**src/rtl/core/poff_pkg.sv**
```systemverilog
package poff_pkg;

	localparam int CANVAS_WIDTH  = 1024;
	localparam int CANVAS_HEIGHT = 768;

	localparam logic [9:0] X_LIMIT = 10'(CANVAS_WIDTH - 1);
	localparam logic [9:0] Y_LIMIT = 10'(CANVAS_HEIGHT - 1);
	localparam logic [7:0] DIST_RESET = 8'd40;

	localparam int PW  = 13;
	localparam int MAW = 27;
	localparam int MBW = 19;
	localparam int MPW = MAW + MBW;

	localparam int DVD_W = 46;
	localparam int DVS_W = 27;
	localparam int RAD_W = 54;
	localparam int ROOT_W = RAD_W / 2;

	typedef struct packed {
		logic busy;
		logic done;
	} unit_stat_t;

	function automatic logic signed [PW-1:0] trunc16(input logic [9:0] base,
			input logic signed [27:0] prod);
		logic signed [27:0] num;
		logic signed [11:0] q;
		num = $signed({2'b00, base, 16'h0000}) + prod;
		q = num[27:16];
		if (num[27] && (num[15:0] != 16'h0000))
			q = q + 12'sd1;
		return PW'(q);
	endfunction

	function automatic logic signed [PW-1:0] sat_mag(input logic [DVD_W-1:0] mag,
			input logic neg);
		logic signed [PW-1:0] r;
		if (neg) begin
			if (mag > DVD_W'(4096))
				r = 13'sh1000;
			else
				r = 13'h0000 - mag[PW-1:0];
		end else begin
			if (mag > DVD_W'(4095))
				r = 13'sh0fff;
			else
				r = mag[PW-1:0];
		end
		return r;
	endfunction

endpackage

```
**src/rtl/core/poff_mul.sv**
```systemverilog
module poff_mul (
	input  logic                                clk,
	input  logic signed [poff_pkg::MAW-1:0]     a,
	input  logic signed [poff_pkg::MBW-1:0]     b,
	output logic signed [poff_pkg::MPW-1:0]     p
);

	always_ff @(posedge clk) begin
		p <= a * b;
	end

endmodule

```
**src/rtl/core/poff_sqrt.sv**
```systemverilog
module poff_sqrt (
	input  logic                              clk,
	input  logic                              arst_n,
	input  logic                              start,
	input  logic [poff_pkg::RAD_W-1:0]        rad,
	output logic [poff_pkg::ROOT_W-1:0]       root,
	output poff_pkg::unit_stat_t              stat
);

	localparam int RW = poff_pkg::ROOT_W + 3;

	logic [poff_pkg::RAD_W-1:0] rad_q;
	logic [RW-1:0] rem_q;
	logic [poff_pkg::ROOT_W-1:0] root_q;
	logic [4:0] cnt_q;
	logic busy_q, done_q;
	logic [RW-1:0] rem_sh, trial;

	assign rem_sh = {rem_q[RW-3:0], rad_q[poff_pkg::RAD_W-1 -: 2]};
	assign trial  = {1'b0, root_q, 2'b01};

	always_ff @(posedge clk or negedge arst_n) begin
		if (!arst_n) begin
			busy_q <= 1'b0;
			done_q <= 1'b0;
			cnt_q  <= '0;
		end else if (start) begin
			busy_q <= 1'b1;
			done_q <= 1'b0;
			cnt_q  <= '0;
		end else if (busy_q) begin
			cnt_q <= cnt_q + 5'd1;
			if (cnt_q == 5'(poff_pkg::ROOT_W - 1)) begin
				busy_q <= 1'b0;
				done_q <= 1'b1;
			end
		end else begin
			done_q <= 1'b0;
		end
	end

	always_ff @(posedge clk) begin
		if (start) begin
			rad_q  <= rad;
			rem_q  <= '0;
			root_q <= '0;
		end else if (busy_q) begin
			rad_q <= {rad_q[poff_pkg::RAD_W-3:0], 2'b00};
			if (rem_sh >= trial) begin
				rem_q  <= rem_sh - trial;
				root_q <= {root_q[poff_pkg::ROOT_W-2:0], 1'b1};
			end else begin
				rem_q  <= rem_sh;
				root_q <= {root_q[poff_pkg::ROOT_W-2:0], 1'b0};
			end
		end
	end

	assign root = root_q;
	assign stat = '{busy: busy_q, done: done_q};

endmodule

```
**src/rtl/core/poff_div.sv**
```systemverilog
module poff_div (
	input  logic                              clk,
	input  logic                              arst_n,
	input  logic                              start,
	input  logic [poff_pkg::DVD_W-1:0]        dividend,
	input  logic [poff_pkg::DVS_W-1:0]        divisor,
	output logic [poff_pkg::DVD_W-1:0]        quotient,
	output poff_pkg::unit_stat_t              stat
);

	localparam int RW = poff_pkg::DVS_W + 1;

	logic [poff_pkg::DVD_W-1:0] dvd_q;
	logic [poff_pkg::DVS_W-1:0] dvs_q;
	logic [RW-1:0] rem_q, rem_sh;
	logic [5:0] cnt_q;
	logic busy_q, done_q;

	assign rem_sh = {rem_q[RW-2:0], dvd_q[poff_pkg::DVD_W-1]};

	always_ff @(posedge clk or negedge arst_n) begin
		if (!arst_n) begin
			busy_q <= 1'b0;
			done_q <= 1'b0;
			cnt_q  <= '0;
		end else if (start) begin
			busy_q <= 1'b1;
			done_q <= 1'b0;
			cnt_q  <= '0;
		end else if (busy_q) begin
			cnt_q <= cnt_q + 6'd1;
			if (cnt_q == 6'(poff_pkg::DVD_W - 1)) begin
				busy_q <= 1'b0;
				done_q <= 1'b1;
			end
		end else begin
			done_q <= 1'b0;
		end
	end

	always_ff @(posedge clk) begin
		if (start) begin
			dvd_q <= dividend;
			dvs_q <= divisor;
			rem_q <= '0;
		end else if (busy_q) begin
			if (rem_sh >= {1'b0, dvs_q}) begin
				rem_q <= rem_sh - {1'b0, dvs_q};
				dvd_q <= {dvd_q[poff_pkg::DVD_W-2:0], 1'b1};
			end else begin
				rem_q <= rem_sh;
				dvd_q <= {dvd_q[poff_pkg::DVD_W-2:0], 1'b0};
			end
		end
	end

	assign quotient = dvd_q;
	assign stat = '{busy: busy_q, done: done_q};

endmodule

```
**src/rtl/core/polyline_offset_miter_core.sv**
```systemverilog
// polyline offset with miter join
// input channel: in_valid / in_stall carries one vertex (vertex_x, vertex_y) per item
// output channel: out_valid / out_stall carries offset points, held while stalled
// config channel: cfg_valid / cfg_ready writes offset_distance; cfg_ready is always high
// one item is worked at a time; in_stall stays high from acceptance until the last
// result of that item has been taken, and the next item can be taken in the cycle after
// first vertex: no result, back to idle
// zero-length first segment: no result, back to idle
// zero-length later segment: one result, the previous end point
// first segment: the offset start point, then the offset end point
// later segments: the miter point, or the previous end point when the lines are parallel;
// the new end follows once the miter point has been taken
// the work uses the 27-step square root and the 46-step divider, the divider used
// twice for the unit normal and twice more for the miter point
// a stalled receiver simply holds the block in its output state
// reset clears the vertex history and sets offset_distance to 40
module polyline_offset_miter_core (
	input  logic                      clk,
	input  logic                      arst_n,
	input  logic                      in_valid,
	output logic                      in_stall,
	input  logic [9:0]                vertex_x,
	input  logic [9:0]                vertex_y,
	output logic                      out_valid,
	input  logic                      out_stall,
	output logic signed [12:0]        point_x,
	output logic signed [12:0]        point_y,
	output logic                      replace_last,
	output logic                      parallel_flag,
	output logic                      last_of_run,
	input  logic                      cfg_valid,
	output logic                      cfg_ready,
	input  logic [7:0]                cfg_data
);

	localparam logic [4:0] S_IDLE = 5'd0;
	localparam logic [4:0] S_PREP = 5'd1;
	localparam logic [4:0] S_MDX  = 5'd2;
	localparam logic [4:0] S_MDY  = 5'd3;
	localparam logic [4:0] S_LEN  = 5'd4;
	localparam logic [4:0] S_SQRT = 5'd5;
	localparam logic [4:0] S_DIVX = 5'd6;
	localparam logic [4:0] S_DIVY = 5'd7;
	localparam logic [4:0] S_MUX  = 5'd8;
	localparam logic [4:0] S_MUY  = 5'd9;
	localparam logic [4:0] S_OFSY = 5'd10;
	localparam logic [4:0] S_DET1 = 5'd11;
	localparam logic [4:0] S_DET2 = 5'd12;
	localparam logic [4:0] S_DET3 = 5'd13;
	localparam logic [4:0] S_N1A  = 5'd14;
	localparam logic [4:0] S_N1B  = 5'd15;
	localparam logic [4:0] S_N2A  = 5'd16;
	localparam logic [4:0] S_N2B  = 5'd17;
	localparam logic [4:0] S_NXA  = 5'd18;
	localparam logic [4:0] S_NXB  = 5'd19;
	localparam logic [4:0] S_NXC  = 5'd20;
	localparam logic [4:0] S_NXD  = 5'd21;
	localparam logic [4:0] S_DVX  = 5'd22;
	localparam logic [4:0] S_NYA  = 5'd23;
	localparam logic [4:0] S_NYB  = 5'd24;
	localparam logic [4:0] S_NYD  = 5'd25;
	localparam logic [4:0] S_DVY  = 5'd26;
	localparam logic [4:0] S_FIN  = 5'd27;
	localparam logic [4:0] S_OUT  = 5'd28;

	localparam int PW = poff_pkg::PW;

	logic [4:0] state_q;
	logic [7:0] dist_q;
	logic [1:0] cnt_q;
	logic [9:0] vx_q, vy_q, lx_q, ly_q;
	logic signed [10:0] dx_q, dy_q;
	logic signed [poff_pkg::MPW-1:0] acc_q;
	logic [poff_pkg::DVS_W-1:0] len_q;
	logic signed [poff_pkg::MBW-1:0] ux_q, uy_q;
	logic signed [PW-1:0] sx_q, sy_q, ex_q, ey_q;
	logic signed [PW-1:0] ax_q, ay_q, bx_q, by_q;
	logic signed [PW-1:0] kx_q, ky_q;
	logic signed [26:0] det_q, n1_q, n2_q;
	logic neg_q, par_q;

	logic out_valid_q, rep_q, parf_q, last_q, pend_q;
	logic signed [PW-1:0] px_q, py_q, pend_x_q, pend_y_q;

	logic signed [poff_pkg::MAW-1:0] mul_a;
	logic signed [poff_pkg::MBW-1:0] mul_b;
	logic signed [poff_pkg::MPW-1:0] prod;

	logic sq_start, dv_start;
	logic [poff_pkg::RAD_W-1:0] sq_rad;
	logic [poff_pkg::ROOT_W-1:0] sq_root;
	poff_pkg::unit_stat_t sq_stat, dv_stat;
	logic [poff_pkg::DVD_W-1:0] dv_dvd, dv_q;
	logic [poff_pkg::DVS_W-1:0] dv_dvs;

	logic signed [13:0] dsx, dsy, dax, day;
	logic signed [poff_pkg::MPW-1:0] diff;
	logic [poff_pkg::DVD_W-1:0] abs_diff;
	logic [poff_pkg::DVS_W-1:0] abs_det;
	logic [10:0] abs_dx, abs_dy;
	logic [21:0] len2;
	logic [9:0] vx_in, vy_in;
	logic signed [poff_pkg::MBW-1:0] q19;

	assign dsx = 14'(sx_q) - 14'(ex_q);
	assign dsy = 14'(sy_q) - 14'(ey_q);
	assign dax = 14'(ax_q) - 14'(bx_q);
	assign day = 14'(ay_q) - 14'(by_q);
	assign diff = acc_q - prod;
	assign abs_diff = diff[poff_pkg::MPW-1] ? poff_pkg::DVD_W'(-diff) : poff_pkg::DVD_W'(diff);
	assign abs_det = det_q[26] ? 27'(-det_q) : 27'(det_q);
	assign abs_dx = dx_q[10] ? 11'(-dx_q) : 11'(dx_q);
	assign abs_dy = dy_q[10] ? 11'(-dy_q) : 11'(dy_q);
	assign len2 = acc_q[21:0] + prod[21:0];
	assign sq_rad = {len2, 32'h0};
	assign q19 = $signed(dv_q[poff_pkg::MBW-1:0]);
	assign vx_in = (vertex_x > poff_pkg::X_LIMIT) ? poff_pkg::X_LIMIT : vertex_x;
	assign vy_in = (vertex_y > poff_pkg::Y_LIMIT) ? poff_pkg::Y_LIMIT : vertex_y;

	always_comb begin
		mul_a = '0;
		mul_b = '0;
		case (state_q)
			S_MDX: begin mul_a = 27'(dx_q); mul_b = 19'(dx_q); end
			S_MDY: begin mul_a = 27'(dy_q); mul_b = 19'(dy_q); end
			S_MUX: begin mul_a = $signed({19'h0, dist_q}); mul_b = ux_q; end
			S_MUY: begin mul_a = $signed({19'h0, dist_q}); mul_b = uy_q; end
			S_DET1: begin mul_a = 27'(dsx); mul_b = 19'(day); end
			S_DET2: begin mul_a = 27'(dsy); mul_b = 19'(dax); end
			S_N1A: begin mul_a = 27'(sx_q); mul_b = 19'(ey_q); end
			S_N1B: begin mul_a = 27'(sy_q); mul_b = 19'(ex_q); end
			S_N2A: begin mul_a = 27'(ax_q); mul_b = 19'(by_q); end
			S_N2B: begin mul_a = 27'(ay_q); mul_b = 19'(bx_q); end
			S_NXB: begin mul_a = n1_q; mul_b = 19'(dax); end
			S_NXC: begin mul_a = n2_q; mul_b = 19'(dsx); end
			S_NYA: begin mul_a = n1_q; mul_b = 19'(day); end
			S_NYB: begin mul_a = n2_q; mul_b = 19'(dsy); end
			default: begin mul_a = '0; mul_b = '0; end
		endcase
	end

	always_comb begin
		sq_start = (state_q == S_LEN) && (len2 != 22'h0);
		dv_start = 1'b0;
		dv_dvd = {abs_diff};
		dv_dvs = abs_det;
		case (state_q)
			S_SQRT: begin
				dv_start = sq_stat.done;
				dv_dvd = {3'b000, abs_dy, 32'h0};
				dv_dvs = sq_root;
			end
			S_DIVX: begin
				dv_start = dv_stat.done;
				dv_dvd = {3'b000, abs_dx, 32'h0};
				dv_dvs = len_q;
			end
			S_NXD, S_NYD: begin
				dv_start = (det_q != 27'h0);
			end
			default: begin
				dv_start = 1'b0;
			end
		endcase
	end

	poff_mul u_mul (.clk(clk), .a(mul_a), .b(mul_b), .p(prod));

	poff_sqrt u_sqrt (
		.clk(clk), .arst_n(arst_n), .start(sq_start), .rad(sq_rad),
		.root(sq_root), .stat(sq_stat)
	);

	poff_div u_div (
		.clk(clk), .arst_n(arst_n), .start(dv_start), .dividend(dv_dvd),
		.divisor(dv_dvs), .quotient(dv_q), .stat(dv_stat)
	);

	always_ff @(posedge clk or negedge arst_n) begin
		if (!arst_n) begin
			dist_q <= poff_pkg::DIST_RESET;
		end else if (cfg_valid) begin
			dist_q <= cfg_data;
		end
	end

	always_ff @(posedge clk or negedge arst_n) begin
		if (!arst_n) begin
			state_q <= S_IDLE;
			cnt_q <= 2'd0;
			lx_q <= '0;
			ly_q <= '0;
			ax_q <= '0;
			ay_q <= '0;
			bx_q <= '0;
			by_q <= '0;
			out_valid_q <= 1'b0;
			pend_q <= 1'b0;
		end else begin
			case (state_q)
				S_IDLE: begin
					if (in_valid) begin
						vx_q <= vx_in;
						vy_q <= vy_in;
						state_q <= S_PREP;
					end
				end
				S_PREP: begin
					par_q <= 1'b0;
					if (cnt_q == 2'd0) begin
						lx_q <= vx_q;
						ly_q <= vy_q;
						cnt_q <= 2'd1;
						state_q <= S_IDLE;
					end else begin
						dx_q <= $signed({1'b0, vx_q}) - $signed({1'b0, lx_q});
						dy_q <= $signed({1'b0, vy_q}) - $signed({1'b0, ly_q});
						state_q <= S_MDX;
					end
				end
				S_MDX: state_q <= S_MDY;
				S_MDY: begin
					acc_q <= prod;
					state_q <= S_LEN;
				end
				S_LEN: begin
					if (len2 != 22'h0) begin
						state_q <= S_SQRT;
					end else if (cnt_q == 2'd1) begin
						state_q <= S_IDLE;
					end else begin
						px_q <= bx_q;
						py_q <= by_q;
						rep_q <= 1'b1;
						parf_q <= 1'b1;
						last_q <= 1'b1;
						pend_q <= 1'b0;
						out_valid_q <= 1'b1;
						state_q <= S_OUT;
					end
				end
				S_SQRT: begin
					if (sq_stat.done) begin
						len_q <= sq_root;
						state_q <= S_DIVX;
					end
				end
				S_DIVX: begin
					if (dv_stat.done) begin
						ux_q <= dy_q[10] ? -q19 : q19;
						state_q <= S_DIVY;
					end
				end
				S_DIVY: begin
					if (dv_stat.done) begin
						uy_q <= dx_q[10] ? q19 : -q19;
						state_q <= S_MUX;
					end
				end
				S_MUX: state_q <= S_MUY;
				S_MUY: begin
					sx_q <= poff_pkg::trunc16(lx_q, prod[27:0]);
					ex_q <= poff_pkg::trunc16(vx_q, prod[27:0]);
					state_q <= S_OFSY;
				end
				S_OFSY: begin
					sy_q <= poff_pkg::trunc16(ly_q, prod[27:0]);
					ey_q <= poff_pkg::trunc16(vy_q, prod[27:0]);
					if (cnt_q == 2'd1) begin
						kx_q <= sx_q;
						ky_q <= poff_pkg::trunc16(ly_q, prod[27:0]);
						state_q <= S_FIN;
					end else begin
						state_q <= S_DET1;
					end
				end
				S_DET1: state_q <= S_DET2;
				S_DET2: begin
					acc_q <= prod;
					state_q <= S_DET3;
				end
				S_DET3: begin
					det_q <= diff[26:0];
					state_q <= S_N1A;
				end
				S_N1A: state_q <= S_N1B;
				S_N1B: begin
					acc_q <= prod;
					state_q <= S_N2A;
				end
				S_N2A: begin
					n1_q <= diff[26:0];
					state_q <= S_N2B;
				end
				S_N2B: begin
					acc_q <= prod;
					state_q <= S_NXA;
				end
				S_NXA: begin
					n2_q <= diff[26:0];
					state_q <= S_NXB;
				end
				S_NXB: state_q <= S_NXC;
				S_NXC: begin
					acc_q <= prod;
					state_q <= S_NXD;
				end
				S_NXD: begin
					neg_q <= diff[poff_pkg::MPW-1] ^ det_q[26];
					if (det_q == 27'h0) begin
						kx_q <= bx_q;
						ky_q <= by_q;
						par_q <= 1'b1;
						state_q <= S_FIN;
					end else begin
						state_q <= S_DVX;
					end
				end
				S_DVX: begin
					if (dv_stat.done) begin
						kx_q <= poff_pkg::sat_mag(dv_q, neg_q);
						state_q <= S_NYA;
					end
				end
				S_NYA: state_q <= S_NYB;
				S_NYB: begin
					acc_q <= prod;
					state_q <= S_NYD;
				end
				S_NYD: begin
					neg_q <= diff[poff_pkg::MPW-1] ^ det_q[26];
					state_q <= S_DVY;
				end
				S_DVY: begin
					if (dv_stat.done) begin
						ky_q <= poff_pkg::sat_mag(dv_q, neg_q);
						state_q <= S_FIN;
					end
				end
				S_FIN: begin
					px_q <= kx_q;
					py_q <= ky_q;
					rep_q <= (cnt_q == 2'd2);
					parf_q <= par_q;
					last_q <= 1'b0;
					pend_x_q <= ex_q;
					pend_y_q <= ey_q;
					pend_q <= 1'b1;
					out_valid_q <= 1'b1;
					ax_q <= kx_q;
					ay_q <= ky_q;
					bx_q <= ex_q;
					by_q <= ey_q;
					lx_q <= vx_q;
					ly_q <= vy_q;
					cnt_q <= 2'd2;
					state_q <= S_OUT;
				end
				S_OUT: begin
					if (!out_stall) begin
						if (pend_q) begin
							px_q <= pend_x_q;
							py_q <= pend_y_q;
							rep_q <= 1'b0;
							parf_q <= 1'b0;
							last_q <= 1'b1;
							pend_q <= 1'b0;
						end else begin
							out_valid_q <= 1'b0;
							state_q <= S_IDLE;
						end
					end
				end
				default: state_q <= S_IDLE;
			endcase
		end
	end

	assign in_stall = (state_q != S_IDLE);
	assign cfg_ready = 1'b1;
	assign out_valid = out_valid_q;
	assign point_x = px_q;
	assign point_y = py_q;
	assign replace_last = rep_q;
	assign parallel_flag = parf_q;
	assign last_of_run = last_q;

endmodule

```
**config.mk**
```make
export PLATFORM = sky130hd
export DESIGN_NAME = polyline_offset_miter_core
export DESIGN_NICKNAME = d
export VERILOG_FILES = /design/src/rtl/core/poff_pkg.sv /design/src/rtl/core/poff_mul.sv /design/src/rtl/core/poff_sqrt.sv /design/src/rtl/core/poff_div.sv /design/src/rtl/core/polyline_offset_miter_core.sv
export SDC_FILE = /design/constraint.sdc
export NUM_CORES = 2
export LEC_CHECK = 0
export BUFFER_PORTS_ARGS = -buffer_cell sky130_fd_sc_hd__buf_2
export CORE_ASPECT_RATIO = 1.25
export CORE_MARGIN = 2
export CORE_UTILIZATION = 55
export DETAILED_ROUTE_END_ITERATION = 16
export GPL_ROUTABILITY_DRIVEN = 0
export PLACE_DENSITY = 0.78
export SLEW_MARGIN = 20
export SYNTH_ARGS = -nofsm -noshare
export SYNTH_HDL_FRONTEND = slang
export SYNTH_HIERARCHICAL = 1
export SYNTH_SLANG_ARGS = --single-unit
export TNS_END_PERCENT = 100
```
**constraint.sdc**
```tcl
create_clock -name clk -period 10.27 [get_ports clk]
set_input_delay 1.027 -clock clk [delete_from_list [all_inputs] [get_ports clk]]
set_output_delay 1.027 -clock clk [all_outputs]
set_load 0.02 [all_outputs]
```
==> results.toml <==
[outcome]
outcome = "finished clean"

[global_routing]
antenna_found_initial = 7
grt_first_pass_wirelength_um = 284000
track_usage_pct = 31.5
grt_max_degree = 80
overflow = 0
first_global_vias = 49900

[sta]
maxSlewHeadroom_pct = 12.0
post-route-period-util_pct = 96.8
hold_viol_final = 0
max_freq_ghz = 0.101
finClkSkew_ns = 0.0218
maxSlewViolCount = 0
post-route-min-period_ns = 9.94
worstMarginPinSlew_ns = 1.31
setup_viol = 0

[detailed_routing]
ant_nets = 0
vias = 50100
drc = 0
via_per_inst = 6.26
drtIter0Drc = 5951
wl_per_cell_um = 22.9
wl_um = 184000
first_pass_iters = 10

[pwr]
powerDensity_nw_per_um2 = 106
ir_drop_mv = 0.121
cellLeakagePower_nw = 29.3
total_power_mw = 7.15

[cts]
clkTransAtPathRegs_ns = 0.07
cts_tree = "built"
worstSkewPairLatency_ns = 0.66
cts_buffers = 77
hold_buffers = 0
cts_max_level = 3
clock-sinks = 720
root_buffer = "clkbuf_16"
cts_buffer_depth = 3

[worst_setup_path]
path_delay_family = "compound AO/OA/AOI/OAI gates"
crit_path_max_incr_delay_ns = 0.84
crit_buf_inv = 6
crit_path_top_delay_cell = "a221o_1"
reg2regPathDepth = 34
crit_fanout = 19
cp.depth = 34
crit_required_ns = 10.81
cp-end-kind = "flip-flop"
critPathLaunchType = "flip-flop"
cp.arrival_ns = 10.48
crit_type = "reg -> reg"

[logic_synthesis]
avgSynthCellArea_um2 = 9.64
yosysWarnings = 6
synth_area_um2 = 62300
syn_inst = 6464

[floorplan]
io_pins = 65
die_h_um = 380
coreArea_um2 = 113000
row_count = 138
start_util_pct = 55.2
die_w_um = 305
dieArea_um2 = 116000

[finish]
nets = 7390
area_growth_pct = 7.90
layout-drive-gt1-share_pct = 9.08
stdcell_count = 8006

[place]
place_inst = 7851
port-buffer-count = 63
hpwlAfterDp_um = 141000

[run]
cap_violations = 0

[min_path]
min_path_type = "in -> async"
==> per-layer routing <==
| metal | part of all wire [%] | vias to the layer above | track usage [%] |
|---|---|---|---|
| met5 | 0.011 | - | 0 |
| met4 | 8.4 | 4 | 22.3 |
| met3 | 9.8 | 780 | 6.29 |
| met2 | 46 | 2833 | 50.4 |
| met1 | 36 | 24400 | 38.3 |
| li1 | - | 22100 | - |
==> final cells by class <==
class / instances / area (um2)
clock buffers: 103 / 2170
multi-input cells: 4652 / 38400
inverters: 807 / 3030
flip-flops and latches: 720 / 19800
clock inverters: 41 / 460
well taps: 1470 / 1840
fillers: 9088 / 45500
repair buffers: 207 / 1410
diodes: 6 / 15.0
==> timing repair <==
item	4_1_cts	5_1_grt
setup endpoints to repair	0	18
resized for setup	0	20
buffers inserted	0	5
==> path summary, 6_finish.rpt <==
| path | slack, ns | startpoint | to |
|---|---|---|---|
| hold / removal | 0.29 | arst_n | u_sqrt/cnt_q[2] |
| min in group clk | 0.43 | u_mul/p[40] | acc_q[40] |
| hold reg to reg | 0.43 | u_mul/p[40] | acc_q[40] |
| setup / recovery | 0.33 | ey_q[1] | u_mul/p[44] |
| max in group asynchronous | 8.89 | arst_n | u_div/cnt_q[3] |
| setup reg to reg | 0.33 | ey_q[1] | u_mul/p[44] |
==> cell usage in the layout (no fill, tap or decap), drive strengths merged, types with 105 or more instances in the layout <==
cell,instances
ha,374
and2,257
nor2,389
edfxtp,490
nor3,105
dfxtp,128
xnor2,206
a21oi,280
inv,810
mux2,131
o21ai,296
fa,518
nand2,694
buf,207
xor2,167
a22oi,120
==> metrics by stage <==
stage | util, % | hold slack (ns) | TNS [ns] | instance area (um2) | worst slack (ns)
after floorplan | - | 0.408 | 0 | 62400 | 1.17
after global placement | 57.2 | 0.421 | 0 | 64400 | 0.164
after detailed placement | 57.2 | 0.422 | 0 | 64500 | 0.0531
after CTS | 59.5 | 0.252 | 0 | 67100 | 0.0319
after global routing | 59.6 | 0.274 | -0.130 | 67200 | -0.0461
final | 59.6 | 0.291 | 0 | 67200 | 0.332
==> registers in the layout, indices dropped and copies added (netlist names), 27 cells and up <==
register,count
n1_q,27
u_sqrt/root,27
u_mul/p,46
acc_q,46
u_div/quotient,46
u_sqrt/rem_q,28
u_div/dvs_q,27
u_div/rem_q,27
det_q,27
u_sqrt/rad_q,54
n2_q,27
len_q,27
==> report_power, final <==
part           internal (mW)  leakage [nW]  total, mW  switching, mW
combinational          0.414          20.9      0.875          0.461
clock                   1.66          1.28       2.91           1.25
sequential              3.21          7.07       3.36          0.156
No activity file was read; power rests on OpenSTA's default activity.
